`config.mk`:
```
export PLATFORM = sky130hd
export DESIGN_NAME = fspt_muldiv
export DESIGN_NICKNAME = d
export VERILOG_FILES = /design/src/hw/rtl/fspt_pkg.sv /design/src/hw/rtl/fspt_muldiv.sv
export SDC_FILE = /design/constraint.sdc
export NUM_CORES = 1
export LEC_CHECK = 0
export BUFFER_PORTS_ARGS = -buffer_cell sky130_fd_sc_hd__buf_4
export CAP_MARGIN = 20
export CORE_ASPECT_RATIO = 0.8
export CORE_MARGIN = 2
export CORE_UTILIZATION = 42
export DETAILED_ROUTE_END_ITERATION = 12
export HOLD_SLACK_MARGIN = 0.1
export PLACE_DENSITY_LB_ADDON = 0.25
export SLEW_MARGIN = 30
export SYNTH_ARGS = -nofsm -noshare
export SYNTH_HDL_FRONTEND = slang
export SYNTH_SLANG_ARGS = --single-unit
```
`constraint.sdc`:
```
create_clock -name clk -period 9.98 [get_ports clk]
set_input_delay 0.998 -clock clk [delete_from_list [all_inputs] [get_ports clk]]
set_output_delay 0.998 -clock clk [all_outputs]
set_load 0.03 [all_outputs]
```
`src/hw/rtl/fspt_pkg.sv`:
```
package fspt_pkg;

	localparam int NUM_USERS = 16;
	localparam int FRAC_BITS = 16;
	localparam int IDX_W     = (NUM_USERS > 1) ? $clog2(NUM_USERS) : 1;
	localparam int PEN_W     = 32 + FRAC_BITS;
	// 101 * max penalty
	localparam int DEN_W     = PEN_W + 7;
	// product of a 24-bit operand and a DEN_W operand
	localparam int X_W       = 24 + DEN_W;
	localparam int STEP_W    = $clog2(PEN_W + 1);

	localparam logic [PEN_W-1:0] PEN_MAX = {PEN_W{1'b1}};
	localparam logic [PEN_W-1:0] ONE_RAW = PEN_W'(1) << FRAC_BITS;

	localparam logic [1:0] ACT_CHARGE = 2'd0;
	localparam logic [1:0] ACT_QUERY  = 2'd1;
	localparam logic [1:0] ACT_SET    = 2'd2;
	localparam logic [1:0] ACT_CLEAR  = 2'd3;

	localparam logic [1:0] REG_DECAY   = 2'd0;
	localparam logic [1:0] REG_MEMORY  = 2'd1;
	localparam logic [1:0] REG_THREADS = 2'd2;

	typedef struct packed {
		logic [1:0]  action;
		logic [3:0]  user;
		logic [15:0] time_limit;
		logic [31:0] max_memory;
		logic [9:0]  threads;
		logic        decay_enable;
		logic [15:0] queued_mask;
		logic [15:0] priority_factor;
	} req_t;

	typedef struct packed {
		logic        status;
		logic [23:0] user_priority;
	} rsp_t;

	typedef enum logic {
		MD_MUL,
		MD_DIV
	} md_mode_e;

	typedef struct packed {
		logic             start;
		md_mode_e         mode;
		logic [STEP_W-1:0] steps;
		logic [23:0]      a;
		logic [DEN_W-1:0] b;
		logic [DEN_W-1:0] r_init;
		logic [X_W-1:0]   x_init;
	} md_req_t;

	typedef enum logic [3:0] {
		S_IDLE,
		S_DISPATCH,
		S_MS,
		S_TS,
		S_SC,
		S_DECAY,
		S_MIN,
		S_SUB,
		S_MAX,
		S_NUM,
		S_MULQ,
		S_DIVQ,
		S_FINISH
	} state_e;

endpackage

```
`src/hw/rtl/fspt_muldiv.sv`:
```
// shift-add multiply (msb of a first) or restoring divide, one bit per cycle
module fspt_muldiv (
	input  logic                            clk,
	input  logic                            arst_n,
	input  fspt_pkg::md_req_t               req,
	output logic                            busy,
	output logic                            done,
	output logic [fspt_pkg::X_W-1:0]        x
);
	import fspt_pkg::*;

	logic              busy_q;
	logic              done_q;
	md_mode_e          mode_q;
	logic [STEP_W-1:0] cnt_q;
	logic [23:0]       a_q;
	logic [DEN_W-1:0]  b_q;
	logic [DEN_W-1:0]  r_q;
	logic [X_W-1:0]    x_q;

	logic [DEN_W:0]    t;
	logic              ge;
	logic [DEN_W:0]    t_sub;
	logic [X_W-1:0]    x_mul;

	always_comb begin
		t     = {r_q, x_q[X_W-1]};
		ge    = t >= {1'b0, b_q};
		t_sub = t - {1'b0, b_q};
		x_mul = {x_q[X_W-2:0], 1'b0} + (a_q[23] ? X_W'(b_q) : X_W'(0));
	end

	always_ff @(posedge clk or negedge arst_n) begin
		if (!arst_n) begin
			busy_q <= 1'b0;
			done_q <= 1'b0;
			cnt_q  <= '0;
		end else begin
			done_q <= 1'b0;
			if (req.start) begin
				busy_q <= 1'b1;
				cnt_q  <= req.steps;
			end else if (busy_q) begin
				cnt_q <= cnt_q - STEP_W'(1);
				if (cnt_q == STEP_W'(1)) begin
					busy_q <= 1'b0;
					done_q <= 1'b1;
				end
			end
		end
	end

	always_ff @(posedge clk) begin
		if (req.start) begin
			mode_q <= req.mode;
			a_q    <= req.a;
			b_q    <= req.b;
			r_q    <= req.r_init;
			x_q    <= req.x_init;
		end else if (busy_q) begin
			if (mode_q == MD_MUL) begin
				x_q <= x_mul;
				a_q <= {a_q[22:0], 1'b0};
			end else begin
				r_q <= ge ? t_sub[DEN_W-1:0] : t[DEN_W-1:0];
				x_q <= {x_q[X_W-2:0], ge};
			end
		end
	end

	assign busy = busy_q;
	assign done = done_q;
	assign x    = x_q;

endmodule

```
### Word-level counts from Yosys, hierarchy flattened

Index checks and enable logic that the tools add are counted.

| storage, ports and cells | value |
|---|---|
| register bits | 222 |
| latch bits | 0 |
| RAM bits | 0 |
| bits in read-only memories | 0 |
| bits of input ports | 223 |
| output and inout port bits | 81 |
| word-level logic and storage cells | 37 |
| memories kept | 0 |

| cells by class | value |
|---|---|
| $add $sub $neg | 3 |
| multipliers | 0 |
| div/mod/pow operators | 0 |
| $lt $le $gt $ge | 1 |
| equality and inequality tests | 2 |
| shift operators | 0 |
| muxes and demuxes | 19 |
| bitwise operators | 0 |
| reductions and logical operators | 4 |

Operators with widths:

| cell | number |
|---|---|
| 55-bit two-way mux | 5 |
| 79-bit two-way mux | 3 |
| 79-bit by 55-bit adder with 79-bit output | 1 |
| 24-bit two-way mux | 3 |
| 56-bit by 55-bit >= comparator with 1-bit output | 1 |
| 55-bit subtractor | 1 |
| 6-bit two-way mux | 2 |
| 6-bit by 1-bit == test with 1-bit output, second input constant | 1 |
| 1-bit two-way mux | 6 |
| 6-bit by 1-bit subtractor with 6-bit output, second input constant | 1 |
| 2-bit AND reduction | 2 |
| 2-bit nonzero test | 2 |
| 2-bit != test, second input constant | 1 |

### Longest topological paths before layout

| logic depth | value |
|---|---|
| depth in word-level cells | 5 |
| gate-level depth with buffers | 17 |
| depth with buffers taken out | 14 |

### Least setup slack after synthesis

No wires, ideal clock.

| timing path | value |
|---|---|
| path type | input to register |
| from | in req[220] in the netlist's numbering |
| to | reg x_q[0] (netlist: x[0]) (enable) |
| library setup time | 793 ps |
| data arrival time | 3264 ps |
| data required time | 9187 ps |
| path slack | 5923 ps |
| cell stages on the path | 5 |
| cells stage by stage | inv_1 clkbuf_1 clkbuf_1 buf_1 nand2_1 |

| on the way | value |
|---|---|
| cells in the longest elaborated chain, start to end | 1 |

Ends and longest elaborated chain:

| what | line | source |
|---|---|---|
| start, declared | fspt_muldiv.sv:5 | `input fspt_pkg::md_req_t req,` |
| 2-bit nonzero test (no line) | -- |  |
| end signal, assigned | fspt_muldiv.sv:59 | `x_q <= req.x_init;` |
| end signal, assigned | fspt_muldiv.sv:62 | `x_q <= x_mul;` |
| end signal, assigned | fspt_muldiv.sv:66 | `x_q <= {x_q[X_W-2:0], ge};` |
| end, declared | fspt_muldiv.sv:19 | `logic [X_W-1:0] x_q;` |

No other way between the ends.
A chain may end at the register's enable or synchronous reset.

### Final worst setup path

| timing path | value |
|---|---|
| from | reg x_q[78] (netlist: x[78]) |
| to | reg r_q[50], data pin |

| on the way | value |
|---|---|
| cells in the longest elaborated chain, start to end | 5 |
| elaborated cells between the ends (all ways) | 6 |
| classes of those cells | add/sub (1); order compare (1); mux (4) |

Ends and longest elaborated chain:

| what | line | source |
|---|---|---|
| 55-bit subtractor / 56-bit by 55-bit >= comparator with 1-bit output (equally long branches) | fspt_muldiv.sv:29, fspt_muldiv.sv:28 |  |
| 55-bit two-way mux (*) | fspt_muldiv.sv:65 | `r_q <= ge ? t_sub[DEN_W-1:0] : t[DEN_W-1:0];` |
| 55-bit two-way mux (*) | fspt_muldiv.sv:61 | `if (mode_q == MD_MUL) begin` |
| 55-bit two-way mux (*) | fspt_muldiv.sv:60 | `end else if (busy_q) begin` |
| 55-bit two-way mux (*) | fspt_muldiv.sv:54 | `if (req.start) begin` |
| end signal, assigned | fspt_muldiv.sv:58 | `r_q <= req.r_init;` |
| end signal, assigned | fspt_muldiv.sv:65 |  |
| end, declared | fspt_muldiv.sv:18 | `logic [DEN_W-1:0] r_q;` |

Every way passes the cells marked *; elsewhere a longest branch is shown, timed or not. The select of a mux whose other input is x is not followed.

==> summary.md <==
| Metric | Value |
|---|---|
| P&R area growth vs syn | `20.9%` |
| Post-Syn Nets | `roughly 2100` |
| Register bit count reported by yosys | `around 220` |
| Nature of the critical path endpoint | `register` |
| Worst-Margin Slew | `about 0.97 ns` |
| Max Freq | `approximately 220 MHz` |
| Pwr/cell area | `~250 mW/mm2` |
| Wire length per cell | `approximately 20 um` |
| Die W | `around 230 um` |
| Die Span Y | `183 um` |
| CP Max Fanout | `4` |
| Post-DP HPWL | `approximately 40000 um` |
| Drt initial violations | `about 1200` |
| Peak supply drop | `~150 uV` |
| Lkg Pwr | `between 8 and 9 nW` |
| Layout Utilization | `0.515` |
| Sum Neg Setup Slack | `0 ns` |
| Final Hold Viols | `0` |
| Slew margin rel. | `0.351` |
| Slowest cell delay on critical path | `0.89 ns` |
| Clock transition at path regs | `0.06 ns` |
| WS Path Type | `register to register` |
| Fin Clk Skew | `~0.022 ns` |
| Slowest CP cell | `a2111oi_1` |
| Top_reg_cell synth | `edfxtp_1` |
| Clk root buf | `clkbuf_16` |
| IO Pins | `roughly 300` |
| CTS tree | `yes` |
| Final setup viols | `0` |
| Result of the run | `finished, final reports clean` |
| Ant. Diodes | `0` |
| First-pass GRT wire length | `~81000 um` |
| # H-tree levels | `1` |
| Startpoint types | `register` |
| Avg Inst Size Synth | `~9.3 um2` |
| Max clock buf depth | `3` |
| Tmin final | `~4.5 ns` |
| Post-synthesis instance total | `around 1800` |
| Residual DRC count | `0` |
| RSZ-0062 raised after global routing | `no` |
| Vias per cell | `around 5.7` |
| Largest net degree at the start of global routing | `80` |
| Final Net Count | `2402` |
| Top cells by area, synth | `edfxtp_1 (38%), ha_1 (8.2%), a21oi_1 (5.5%), mux2_2 (4.7%), o21ai_0 (3.8%)` |
| Final WL | `approximately 52000 um` |
| Clock network latency to the later pin of the worst-skew pair | `0.55 ns` |
| Ys async rst share | `0.0360` |
| Vias | `around 15000` |
| Final Hold Slack | `0.269 ns` |
| Post-CTS resize count | `0` |
| TritonCTS sink count | `between 200 and 250` |
| Hold Crit Class | `primary input to asynchronous set/reset pin` |
| Synth warn | `0` |
| Slew Limit Fails | `0` |
| Post-Synthesis Cell Area | `roughly 0.017 mm2` |
| Post-CTS Setup Bufs | `0` |
| Std cell rows | `between 60 and 70` |
| Total Die Area | `about 0.042 mm2` |
| Maxcap violations | `0` |
| Initial antenna violation count | `0` |
| Total CTS buffers | `27` |
| Sequential share of the synthesized area | `0.393` |
| Fraction of layout cells with a size suffix above 1 | `0.214` |
| Post-synth top area share | `0.381` |
| Count leader, synth | `edfxtp_1` |
| Core area | `~0.04 mm2` |
| IO Port Bufs | `about 300` |
| CP Data Arrival Time | `4.79 ns` |
| Post-synth EDFFs | `214` |
| Cell variety after synth | `75` |
| Routability cong. | `0.958` |
| GRT overflow | `0` |
| CP cell instances | `inv_1 -> ha_1 -> fa_1 -> nand2b_1 -> a21oi_1 -> a211oi_1 -> o21ai_1 -> a2111oi_1 -> o311ai_1 -> nand2_1 -> nor2_1 -> o21ai_0 -> mux2i_1 -> o221a_2` |
| Vias in the first global route | `~14000` |
| Synth top cells by count | `edfxtp_1 (214), a21oi_1 (186), nand2_1 (164)` |
| Data required, critical path | `slightly above 10 ns` |
| Initial core utilization | `0.426` |
| Post-route ant nets | `0` |
| Synth area leader | `edfxtp_1` |
| 1st-pass router iterations | `5` |
| Hold buffer count at cts | `0` |
| GRT Util Overall | `0.243` |
| Fin crit share | `0.451` |
==> cell type report <==
cell class                 instances  area [um2]
multi-input combinational       1413        9570
timing repair buffer             317        2390
fill                            3726       19200
sequential                       222        6630
clock inverter                    10        77.6
inverter                          85         322
clock buffer                      36         709
tap                              536         671
==> metrics by stage <==
step                      setup slack, ns  std cells  total power, mW  instance area (um2)
final                                5.48       2619             5.07                20400
after floorplan                      5.92       1811             3.42                16800
after detailed placement             5.57       2573             4.13                19600
after global placement               5.60       2573             4.09                19600
after global routing                 5.24       2619             5.43                20400
after CTS                            5.53       2619             5.07                20400
==> logic make-up after synthesis <==
logic type               count (synthesis)  synth area share
AND/OR/NAND/NOR                        520             0.151
adder cells (fa/ha/maj)                113            0.0848
multiplexers                            79            0.0521
buffers and inverters                  176            0.0403
flip-flops                             222             0.393
XOR/XNOR                               123            0.0639
AO/OA/AOI/OAI                          578             0.214
==> sequential cells by signal (all words and copies together) (netlist names) <==
name / cells
cnt_q: 6
b_q: 55
x: 79
busy: 1
mode_q: 1
done: 1
r_q: 55
a_q: 24
==> worst paths after layout <==
check                            startpoint                    to  slack (ns)  cells past startpoint
max                         x[78]$_DFFE_PP_     r_q[50]$_DFFE_PP_        5.48                     14
min                                  arst_n  cnt_q[3]$_DFFE_PN0P_        0.27                      1
max reg2reg                 x[78]$_DFFE_PP_     r_q[50]$_DFFE_PP_        5.48                     14
min reg2reg                a_q[1]$_DFFE_PP_      a_q[2]$_DFFE_PP_        0.55                      1
max in group asynchronous            arst_n  cnt_q[1]$_DFFE_PN0P_        9.58                      1
min in group clk           a_q[1]$_DFFE_PP_      a_q[2]$_DFFE_PP_        0.55                      1
==> per-layer routing <==
metal / track usage / vias to the layer above / wire, um
met3: 0.0429 / 73 / 3500
met4: 0.0586 / 0 / 1370
met2: 0.394 / 508 / 23800
li1: - / 7192 / -
met1: 0.338 / 7050 / 23600
met5: 0 / - / 0
==> power by group <==
group / total, mW / switching (mW) / internal [mW] / leakage (nW)
Clock: 0.919 / 0.399 / 0.520 / 0.382
Sequential: 1.48 / 0.176 / 1.31 / 2.29
Combinational: 2.67 / 1.55 / 1.12 / 5.95
==> worst max-delay path: cells and delay by family (launching register included) <==
kind | cells | cell delay (ns)
buffers and inverters | 1 | 0.13
and+or+nand+nor | 3 | 0.48
adders and majority gates | 2 | 0.42
AOI/OAI and AO/OA | 7 | 2.53
DFF | 1 | 0.58
muxes | 1 | 0.14
==> cells in the final DEF, fill, tap and decap left out, types with 10 or more instances in the layout <==
master,n
o211ai_1,29
xor2_1,67
o21bai_1,20
a21oi_1,186
nand2_1,162
nor2_1,117
o21ai_1,11
a21o_1,59
buf_4,315
nor3b_1,11
nor4_1,10
and2_1,66
nand2b_1,17
inv_1,84
a31oi_1,18
nor3_1,18
xnor2_1,56
nor2b_1,15
o21a_1,38
clkbuf_16,27
edfxtp_1,214
ha_1,111
a211oi_1,14
nand3_1,26
o21ai_0,127
nand4_1,33
and3_1,21
mux2_2,70
Note: power is estimated with default switching activity, not from simulation.
